==> src/hw/rtl/cpbf_pkg.sv <==
// Shared constants and controller/datapath interface types for the peak bandwidth finder.
package cpbf_pkg;

    // Spectrum length. It must be a power of two: the bin-to-hertz scaling is a shift.
    localparam int BINS      = 1024;
    localparam int MAX_PEAKS = 32;

    localparam int IDX_W     = $clog2(BINS);
    localparam int POWER_W   = 16;
    localparam int RATE_W    = 30;
    localparam int FREQ_W    = 30;
    localparam int PROD_W    = IDX_W + RATE_W;
    localparam int NUM_W     = 5;
    localparam int CNT_OUT_W = 9;
    localparam int CNT_MAX   = 511;
    localparam int SAT_W     = (IDX_W > CNT_OUT_W) ? IDX_W : CNT_OUT_W;

    localparam logic [RATE_W-1:0] RATE_RESET = RATE_W'(1000000);

    // One bit per datapath action; the controller raises at most a few at once.
    typedef struct packed {
        logic load_wr;
        logic prime0;
        logic prime1;
        logic cap_mid;
        logic adv_test;
        logic peak_start;
        logic walk_l_step;
        logic walk_l_done;
        logic walk_r_step;
        logic walk_r_done;
        logic mul_w;
        logic emit_peak;
        logic peak_adv;
        logic emit_sum;
    } t_cmd;

    typedef struct packed {
        logic last_bin;
        logic is_peak;
        logic walk_l_cont;
        logic walk_r_cont;
        logic scan_end;
        logic under_max;
        logic out_free;
    } t_status;

endpackage

==> src/hw/rtl/cpbf_ctrl.sv <==
// Sequencing state machine for loading, peak scan, width walks and result output.
module cpbf_ctrl
    import cpbf_pkg::*;
(
    input  logic    i_clk,
    input  logic    i_rst_n,
    input  logic    i_valid,
    input  t_status i_status,
    output t_cmd    o_cmd,
    output logic    o_stall
);

    localparam logic [3:0] S_LOAD   = 4'd0;
    localparam logic [3:0] S_PRIME0 = 4'd1;
    localparam logic [3:0] S_PRIME1 = 4'd2;
    localparam logic [3:0] S_MID    = 4'd3;
    localparam logic [3:0] S_TEST   = 4'd4;
    localparam logic [3:0] S_WALKL  = 4'd5;
    localparam logic [3:0] S_WALKR  = 4'd6;
    localparam logic [3:0] S_MULW   = 4'd7;
    localparam logic [3:0] S_EMIT   = 4'd8;
    localparam logic [3:0] S_SUM    = 4'd9;

    logic [3:0] r_state;
    logic [3:0] n_state;

    always_ff @(posedge i_clk) begin
        if (!i_rst_n) begin
            r_state <= S_LOAD;
        end else begin
            r_state <= n_state;
        end
    end

    always_comb begin
        o_cmd   = '0;
        n_state = r_state;
        unique case (r_state)
            S_LOAD: begin
                if (i_valid) begin
                    o_cmd.load_wr = 1'b1;
                    if (i_status.last_bin) begin
                        n_state = S_PRIME0;
                    end
                end
            end
            S_PRIME0: begin
                o_cmd.prime0 = 1'b1;
                n_state      = S_PRIME1;
            end
            S_PRIME1: begin
                o_cmd.prime1 = 1'b1;
                n_state      = S_MID;
            end
            S_MID: begin
                o_cmd.cap_mid = 1'b1;
                n_state       = S_TEST;
            end
            S_TEST: begin
                priority if (i_status.is_peak) begin
                    o_cmd.peak_start = 1'b1;
                    n_state          = S_WALKL;
                end else if (i_status.scan_end) begin
                    n_state = S_SUM;
                end else begin
                    o_cmd.adv_test = 1'b1;
                end
            end
            S_WALKL: begin
                if (i_status.walk_l_cont) begin
                    o_cmd.walk_l_step = 1'b1;
                end else begin
                    o_cmd.walk_l_done = 1'b1;
                    n_state           = S_WALKR;
                end
            end
            S_WALKR: begin
                if (i_status.walk_r_cont) begin
                    o_cmd.walk_r_step = 1'b1;
                end else begin
                    o_cmd.walk_r_done = 1'b1;
                    n_state           = S_MULW;
                end
            end
            S_MULW: begin
                o_cmd.mul_w = 1'b1;
                n_state     = S_EMIT;
            end
            S_EMIT: begin
                if (!i_status.under_max || i_status.out_free) begin
                    o_cmd.emit_peak = i_status.under_max;
                    o_cmd.peak_adv  = 1'b1;
                    n_state         = i_status.scan_end ? S_SUM : S_TEST;
                end
            end
            S_SUM: begin
                if (i_status.out_free) begin
                    o_cmd.emit_sum = 1'b1;
                    n_state        = S_LOAD;
                end
            end
            default: begin
                n_state = S_LOAD;
            end
        endcase
    end

    assign o_stall = (r_state != S_LOAD);

endmodule

==> config.mk <==
export PLATFORM = sky130hd
export DESIGN_NAME = cpbf_ctrl
export DESIGN_NICKNAME = d
export VERILOG_FILES = /design/src/hw/rtl/cpbf_pkg.sv /design/src/hw/rtl/cpbf_ctrl.sv
export SDC_FILE = /design/constraint.sdc
export NUM_CORES = 1
export LEC_CHECK = 0
export BUFFER_PORTS_ARGS = -buffer_cell sky130_fd_sc_hd__buf_2
export CAP_MARGIN = 40
export CORE_MARGIN = 4
export CORE_UTILIZATION = 23
export DETAILED_ROUTE_END_ITERATION = 6
export PLACE_DENSITY = 0.49
export SYNTH_ARGS = -nofsm -noshare
export SYNTH_HDL_FRONTEND = slang
export SYNTH_SLANG_ARGS = --single-unit
==> constraint.sdc <==
create_clock -name i_clk -period 3.72 [get_ports i_clk]
set_clock_uncertainty 0.15 [all_clocks]
set_input_delay 0.744 -clock i_clk [delete_from_list [all_inputs] [get_ports i_clk]]
set_output_delay 0.744 -clock i_clk [all_outputs]
set_load 0.005 [all_outputs]
======== After elaboration in Yosys (flattened, before gate mapping) ========
Index checks and enable logic that the tools add are counted.
word-level totals
  register bits after elaboration ......... 4
  output and inout bits ................... 15
  word-level logic and storage cells ...... 52
operators by class
  eq/ne operators ......................... 16
  muxes and demuxes ....................... 30
  reductions and logical operators ........ 5
operator list
  kind                number
  $pmux 4 s10         1
  $mux 4              9
  $eq 4x3->1 const B  4
  $mux 1              15
  $ne 2x2->1 const B  6
  $mux 2              5
  $eq 4x2->1 const B  2
  $eq 4x4->1 const B  2
  $reduce_and 7->1    1
  $eq 4x1->1 const B  1
  $logic_not 4->1     1
  $reduce_bool 4->1   1
  $ne 3x3->1 const B  1
  $logic_not 1->1     1
  $logic_or 1x1->1    1

======== Longest topological paths before layout ========
Gate-level depths: netlist (run 1).
  word-level depth ........................ 4
  mapped depth ............................ 5

======== Worst setup path after synthesis (run 1) ========
OpenSTA, ideal clock, no wires.
  path kind ............................... flip-flop to output port
  from .................................... register r_state[0]
  to ...................................... output port o_cmd[13] (netlist name)
  arrival time ............................ 1066 ps
  setup slack ............................. 1760 ps
  cell stages (with the launch flop) ...... 4
  path buffers ............................ 1
  cell sequence ........................... dfxtp_1 -> buf_6 -> or4_1 -> nor2_1
RTL lines
  what                    RTL line         text
  start, declared         cpbf_ctrl.sv:24  logic [3:0] r_state;
  start signal, assigned  cpbf_ctrl.sv:31  r_state <= n_state;
  end, declared           cpbf_ctrl.sv:9   output t_cmd o_cmd,

==> impl_results.md, run 1 <==
- Number of flops mapped to enable cells by yosys: 0
- Tightest hold margin: between 0.5 and 0.6 ns
- Final number of hold-violating endpoints: 0
- Number of I/O pins: 25
- HPWL reported at the end of detailed placement: 972 um
- Clock tree from TritonCTS: done
- RSZ-0062 raised after global routing: false
- Number of optimization iterations in the first detailed-route pass: 2
- Buf/Inv on CP: 1
- Data arrival time of the critical path: 1.55 ns
- Wire length of the first global-routing pass: 2.02 mm
- Endpoint with the worst hold slack: r_state[0]$_SDFFE_PN0P_
- Number of cells on the worst reg-to-reg path: 4
- Status: finished clean
- Die W: between 50 and 60 um
- Number of fill cells: 216
- GP Congestion: about 0.7
- Final TNS setup: 0 ns
- Via count of the first global-routing pass: 452
- Fraction of the yosys area taken by sequential cells: 0.173
- Worst max-slew margin expressed relative to the limit: 0.611
- Synth Instances: 64
- Average detailed-routed wire length per instance: 11.5 um
- Fraction of synthesis flops using an asynchronous set or reset pin: 0
- Relative area change from synthesis to final layout: 30.5%
- Number of antenna violations at the first check in global routing: 0
- Setup Viol. Count Final: 0
- Reg-to-reg setup timing slack: 1.70 ns
- Register name with the most flops: r_state
- CTS Sinks: 4
- Final routed DRC violation total: 0
- CTS HTree Levels: 1
- Path type of the worst setup path: flip-flop to primary output
- Total of max-cap violations: 0
- Ordered list of cells on the worst path: or4_1, nor2_1, buf_2
- Slew of the pin with the lowest slew margin: slightly below 0.6 ns
- Path category of the worst min-delay check: flip-flop to flip-flop
- Regs by FF count: r_state (4)
- Final antenna diode count: 0
- Std-Cell Rows: 15
- Crit Path Max Fanout: 18
- Clock insertion delay at the later pin of the skew report: 0.23 ns
- Buffer levels on the longest clock path: 2
- Multi-input logic area: 343 sq um
- Resized cells post-CTS: 0
- CTS Root Buffer Type: sky130_fd_sc_hd__clkbuf_4
- Die area: 0.00279 sq mm
- Static Leakage: 0.295 nW
- Core area: approximately 0.0018 sq mm
- Number of cells on the worst hold path: 2
- DR vias/cell: between 4 and 5
- Min Tclk post-route: about 2.4 ns
- Final period util: 0.656
- Distinct cells, synth: 34
- Primary FF master, synth: sky130_fd_sc_hd__dfxtp_1
- Share of post-route cells with drive strength above 1: 0.341
- Hold buffer count at cts: 0
- Cell Pwr Density: about 630 mW/mm^2
- Initial core utilization: 0.254
- #FFs+latches synth: 4
- Average footprint of a synthesized cell: approximately 7.2 sq um
- Final standard cell area without fillers: about 600 sq um
- Total Wirelength: around 1.3 mm
- Nets in the synthesized netlist: 74
- Register cell area after layout: 80.1 sq um
- Final core utilization: 0.332
- Post-CTS setup buffer count: 0
- Net count, final: 97
- Critical-path cell with the highest stage delay: sky130_fd_sc_hd__or4_1
- CP delay by family, top: simple AND/OR/NAND/NOR gates
- Final count of pins violating max slew: 0
- Flip-flop count of the largest register after layout: 4
- Die H: 52.9 um
- Post-Synthesis Cell Area: about 460 sq um
- Hold path startpoint: r_state[0]$_SDFFE_PN0P_
- IR Drop Worst-Case VDD: 232 uV
- Number of nets still failing antenna checks after routing: 0
- Required time at the endpoint of the critical path: between 2 and 3 ns
- Vias: 539
- Critical path endpoint category: primary output
- Clock-pin slew of the registers on the worst-case setup and hold paths: 0.04 ns
- Critical path's largest stage delay: 0.61 ns
- Count of port buffers added during placement: 24
- Launching point of the worst reg2reg path: r_state[3]$_SDFFE_PN0P_
- Number of warning messages in the yosys log: 0
- Placed inst area: between 500 and 600 sq um
- Worst setup SP type: flip-flop
- Fmax: just over 0.4 GHz
- Global-route usage over all layers: 0.0953
- Global-route congestion overflow total: 0
- Initial detailed-routing violation count: 7
- TritonCTS Buffers: 3
- Capture point of the worst reg-to-reg path: r_state[3]$_SDFFE_PN0P_
- Pin count of the biggest net entering global routing: 19
## final cells by class
type / count / area share
inverters: 2 / 0.0124
flip-flops and latches: 4 / 0.133
repair buffers: 24 / 0.199
well taps: 25 / 0.0518
multi-input cells: 52 / 0.567
clock buffers: 3 / 0.0373
## worst max path at each step
stage / cells past startpoint / to / startpoint / slack, ns
finish: 3 / o_cmd[13] / r_state[0]$_SDFFE_PN0P_ / 1.28
global route: 3 / o_cmd[6] / r_state[0]$_SDFFE_PN0P_ / 1.14
CTS: 3 / o_cmd[13] / r_state[0]$_SDFFE_PN0P_ / 1.26
detailed placement: 4 / o_cmd[9] / i_status[2] / 1.50
global placement: 4 / o_cmd[9] / i_status[2] / 1.51
floorplan: 3 / o_cmd[13] / r_state[0]$_SDFFE_PN0P_ / 1.76
## where the power goes
group	switching [mW]	internal (mW)	total [mW]
clock network	0.0168	0.0360	0.0529
logic	0.0951	0.119	0.214
registers	0.0570	0.0591	0.116
## worst reg2reg max path, stage by stage, from the launching register on
cell                      delay (ns)
sky130_fd_sc_hd__dfxtp_1        0.50
sky130_fd_sc_hd__or3b_1         0.48
sky130_fd_sc_hd__o32a_1         0.39
sky130_fd_sc_hd__nor3b_4        0.18
sky130_fd_sc_hd__a31o_1         0.21
## layer usage
| metal | share of wire | global-route usage | vias to the layer above |
|---|---|---|---|
| li1 | - | - | 273 |
| met1 | 0.48 | 0.126 | 246 |
| met2 | 0.43 | 0.153 | 20 |
| met3 | 0.083 | 0.0394 | 0 |
| met4 | 0 | 0 | 0 |
| met5 | 0 | 0 | - |
## cell families (layout without fill, tap and decap cells)
logic type                count (synthesis)  in the layout  synth area share
DFF                                       4              4             0.173
buffers and inverters                     8             29            0.0865
and+or+nand+nor                          38             38             0.497
AOI/OAI and AO/OA                        10             10             0.159
xor gates and xnor gates                  2              2            0.0378
muxes                                     2              2            0.0459
## through the flow
step / worst slack (ns) / std cells / total power, mW
after floorplan: 1.76 / 64 / 0.275
after global placement: 1.51 / 107 / 0.330
after detailed placement: 1.50 / 107 / 0.332
after CTS: 1.26 / 110 / 0.388
after global routing: 1.14 / 110 / 0.425
final: 1.28 / 110 / 0.383
## cells in the final DEF (no fill, tap or decap), drive strengths merged
master	count
nor2b	1
a21o	1
a22o	1
o31ai	1
mux2i	1
nor3b	4
xnor2	2
or3b	1
o32a	2
o21ai	1
nand2b	2
dfxtp	4
a31o	1
and3	2
or4	1
nor4	1
a21oi	2
and4	1
o22ai	1
nor2	8
and4b	1
and2	1
nor3	3
buf	24
nand3b	3
inv	2
mux2	1
clkbuf	3
nor4b	1
and2b	1
nand2	7
## synth_stat cells, drive strengths merged (2+ instances only)
library cell / instances / area [sq um]
dfxtp: 4 / 80.1
clkbuf: 2 / 7.51
xnor2: 2 / 17.5
nand2b: 2 / 12.5
buf: 4 / 25.0
nor2: 8 / 30.0
a21oi: 2 / 10.0
nor3: 3 / 15.0
nor3b: 4 / 41.3
inv: 2 / 7.51
nand2: 7 / 26.3
o32a: 2 / 20.0
and3: 2 / 12.5
nand3b: 3 / 22.5
No activity file was read; power rests on OpenSTA's default activity.
==> run 2, diff against run 1 <==
==> constraint.sdc (replaced) <==
create_clock -name i_clk -period 2.3 [get_ports i_clk]
set_clock_uncertainty 0.15 [all_clocks]
set_input_delay 0.46 -clock i_clk [delete_from_list [all_inputs] [get_ports i_clk]]
set_output_delay 0.46 -clock i_clk [all_outputs]
set_load 0.005 [all_outputs]
==> run 2 against run 1 <==
  * Die area stayed put
  * Combinational power rose by 89%
  * Largest cell class unchanged
  * Wire length grew 14%
  * Setup slack worse by 1.1 ns
  * Design area rose by 3.7%
  * Clock power up 71%
  * Critical path depth is the same
  * Sequential power grew 37%
==> impl_results.md, run 2 (synthesis gave the netlist of run 1 again) <==
- Capture point of the worst reg-to-reg path: r_state[3]$_SDFFE_PN0P_
- Core area: 0.00182 sq mm (unchanged)
- Initial core utilization: 0.254 (unchanged)
- Pin count of the biggest net entering global routing: 14 (-5)
- Final count of pins violating max slew: 0 (unchanged)
- Final antenna diode count: 0 (unchanged)
- Clock insertion delay at the later pin of the skew report: 0.24 ns (about the same)
- Final routed DRC violation total: 0 (unchanged)
- Std-Cell Rows: 15 (unchanged)
- Setup Viol. Count Final: 0 (unchanged)
- Ordered list of cells on the worst path: or3b_1, nor3_1, buf_2
- Clock tree from TritonCTS: done
- Worst max-slew margin expressed relative to the limit: 0.732 (+0.121)
- Critical path endpoint category: primary output
- Post-CTS setup buffer count: 0 (unchanged)
- Number of cells on the worst reg-to-reg path: 4 (unchanged)
- Total Wirelength: 1.45 mm (+14%)
- CTS Root Buffer Type: sky130_fd_sc_hd__clkbuf_4
- CTS Sinks: 4 (unchanged)
- Share of post-route cells with drive strength above 1: 0.364 (+0.0225)
- Average detailed-routed wire length per instance: 12.8 um (+11%)
- Commonest cells after routing, fill and taps aside: sky130_fd_sc_hd__buf_2 (24), sky130_fd_sc_hd__nor2_1 (8), sky130_fd_sc_hd__nand2_1 (7)
- CP delay by family, top: simple AND/OR/NAND/NOR gates
- Number of optimization iterations in the first detailed-route pass: 4 (+2)
- Min Tclk post-route: 2.12 ns
- TritonCTS Buffers: 3 (unchanged)
- Clock network fraction of total power: 0.138 (about the same)
- Number of I/O pins: 25 (unchanged)
- Fmax: 0.472 GHz
- Data arrival time of the critical path: 1.51 ns (-0.04 ns)
- Internal Dissipation: 0.365 mW (+71%)
- Switching share of power: 0.442 (+0.000526)
- Register name with the most flops: r_state
- Final period util: 0.921
- Launching point of the worst reg2reg path: r_state[2]$_SDFFE_PN0P_
- Critical-path cell with the highest stage delay: sky130_fd_sc_hd__or3b_1
- RSZ-0062 raised after global routing: false
- Buf/Inv on CP: 1 (unchanged)
- Final number of hold-violating endpoints: 0 (unchanged)
- Count of port buffers added during placement: 24 (unchanged)
- CTS HTree Levels: 1 (unchanged)
- Die area: 0.00279 sq mm (unchanged)
- Initial detailed-routing violation count: 11 (+4)
- Number of cells on the worst hold path: 3 (+1)
- Critical path's largest stage delay: 0.50 ns (-0.11 ns)
- Path category of the worst min-delay check: input pin to flip-flop
- Die W: 52.9 um (unchanged)
- Flip-flop count of the largest register after layout: 4 (unchanged)
- Crit Path Max Fanout: 13 (-5)
- Reg-to-reg setup timing slack: 0.32 ns (-1.38 ns)
- Worst setup SP type: flip-flop
- Switching power summed over all nets: 0.289 mW (+71%)
- Buffer levels on the longest clock path: 2 (unchanged)
- Vias: 544 (+0.93%)
- Regs by FF count: r_state (4)
- Slew of the pin with the lowest slew margin: 0.402 ns (-0.181 ns)
- Hold buffer count at cts: 0 (unchanged)
- Hold path startpoint: i_rst_n
- Status: finished clean
- Number of nets still failing antenna checks after routing: 0 (unchanged)
- Cell Pwr Density: 1040 mW/mm^2 (+65%)
- Relative contribution of sequential cells to total power: 0.242 (-0.062)
- Final TNS setup: 0 ns (unchanged)
- Via count of the first global-routing pass: 531 (+17%)
- Worst Slack Setup Final: 0.183 ns (-1.10 ns)
- Final core utilization: 0.344 (+0.0124)
- HPWL reported at the end of detailed placement: 1.11 mm (+15%)
- GP Congestion: 0.748 (+6.8%)
- Endpoint with the worst hold slack: r_state[2]$_SDFFE_PN0P_
- Static Leakage: 0.311 nW (+5.4%)
- Global-route congestion overflow total: 0 (unchanged)
- Required time at the endpoint of the critical path: 1.69 ns (-1.14 ns)
- Number of fill cells: 206 (-4.6%)
- Path type of the worst setup path: flip-flop to primary output
- Relative contribution of combinational cells to total power: 0.620 (+0.062)
- Most common library cell in the layout ignoring fill and taps: sky130_fd_sc_hd__buf_2
- Clock-pin slew of the registers on the worst-case setup and hold paths: 0.04 ns (about the same)
- Design Power: 0.654 mW (+71%)
- Total of max-cap violations: 0 (unchanged)
- DR vias/cell: 4.81 (-1.8%)
- Number of antenna violations at the first check in global routing: 0 (unchanged)
- Relative area change from synthesis to final layout: 35.4%
- Global-route usage over all layers: 0.116 (+0.0205)
- IR Drop Worst-Case VDD: 377 uV (+63%)
- Die H: 52.9 um (unchanged)
- Wire length of the first global-routing pass: 2.37 mm (+17%)
- Tightest hold margin: 0.373 ns (-0.202 ns)
- Net count, final: 100 (+3.1%)
- Post-Place Setup Slack: 0.349 ns (-1.15 ns)
- Resized cells post-CTS: 0 (unchanged)
## run 2: cell types whose count changed in the layout (fill, tap and decap cells not counted)
cell                    change
sky130_fd_sc_hd__buf_4      +3
## run 2: worst max-delay path by stage
stage / startpoint / endpoint / depth (start not counted)
after floorplan: r_state[1]$_SDFFE_PN0P_ / r_state[3]$_SDFFE_PN0P_ / 5
after global placement: r_state[2]$_SDFFE_PN0P_ / r_state[3]$_SDFFE_PN0P_ / 4
after detailed placement: r_state[2]$_SDFFE_PN0P_ / r_state[3]$_SDFFE_PN0P_ / 4
after CTS: r_state[2]$_SDFFE_PN0P_ / o_cmd[1] / 3
after global routing: r_state[2]$_SDFFE_PN0P_ / o_cmd[1] / 3
final: r_state[2]$_SDFFE_PN0P_ / o_cmd[1] / 3
## run 2: tightest hold or removal path, stage by stage
cell                      delay, ns
sky130_fd_sc_hd__buf_2         0.14
sky130_fd_sc_hd__nand2_1       0.07
sky130_fd_sc_hd__a21oi_1       0.04
## run 2: cell type report
cell class | count | area, sq um | area share
Inverter | 2 | 7.51 | 0.0120
Timing Repair Buffer | 27 | 143 | 0.228
Multi-Input combinational cell | 52 | 343 | 0.547
Tap cell | 25 | 31.3 | 0.0499
Clock buffer | 3 | 22.5 | 0.0359
Sequential cell | 4 | 80.1 | 0.128
## run 2: through the flow
stage,area [sq um],cells
after global placement,604,110
final,627,113
after global routing,627,113
after CTS,627,113
after detailed placement,604,110
after floorplan,463,64
## run 2: routing by layer
metal | global-route usage | share of wire
met1 | 0.148 | 0.48
met3 | 0.0254 | 0.070
met5 | 0 | 0
met4 | 0.0766 | 0
met2 | 0.171 | 0.45
## run 2: power by group through the flow
stage                     combinational (mW)  sequential (mW)  clock (mW)
after floorplan                        0.336            0.109           0
after global placement                 0.398            0.157           0
after detailed placement               0.406            0.158           0
after CTS                              0.408            0.156      0.0937
after global routing                   0.449            0.170       0.102
final                                  0.405            0.159      0.0902
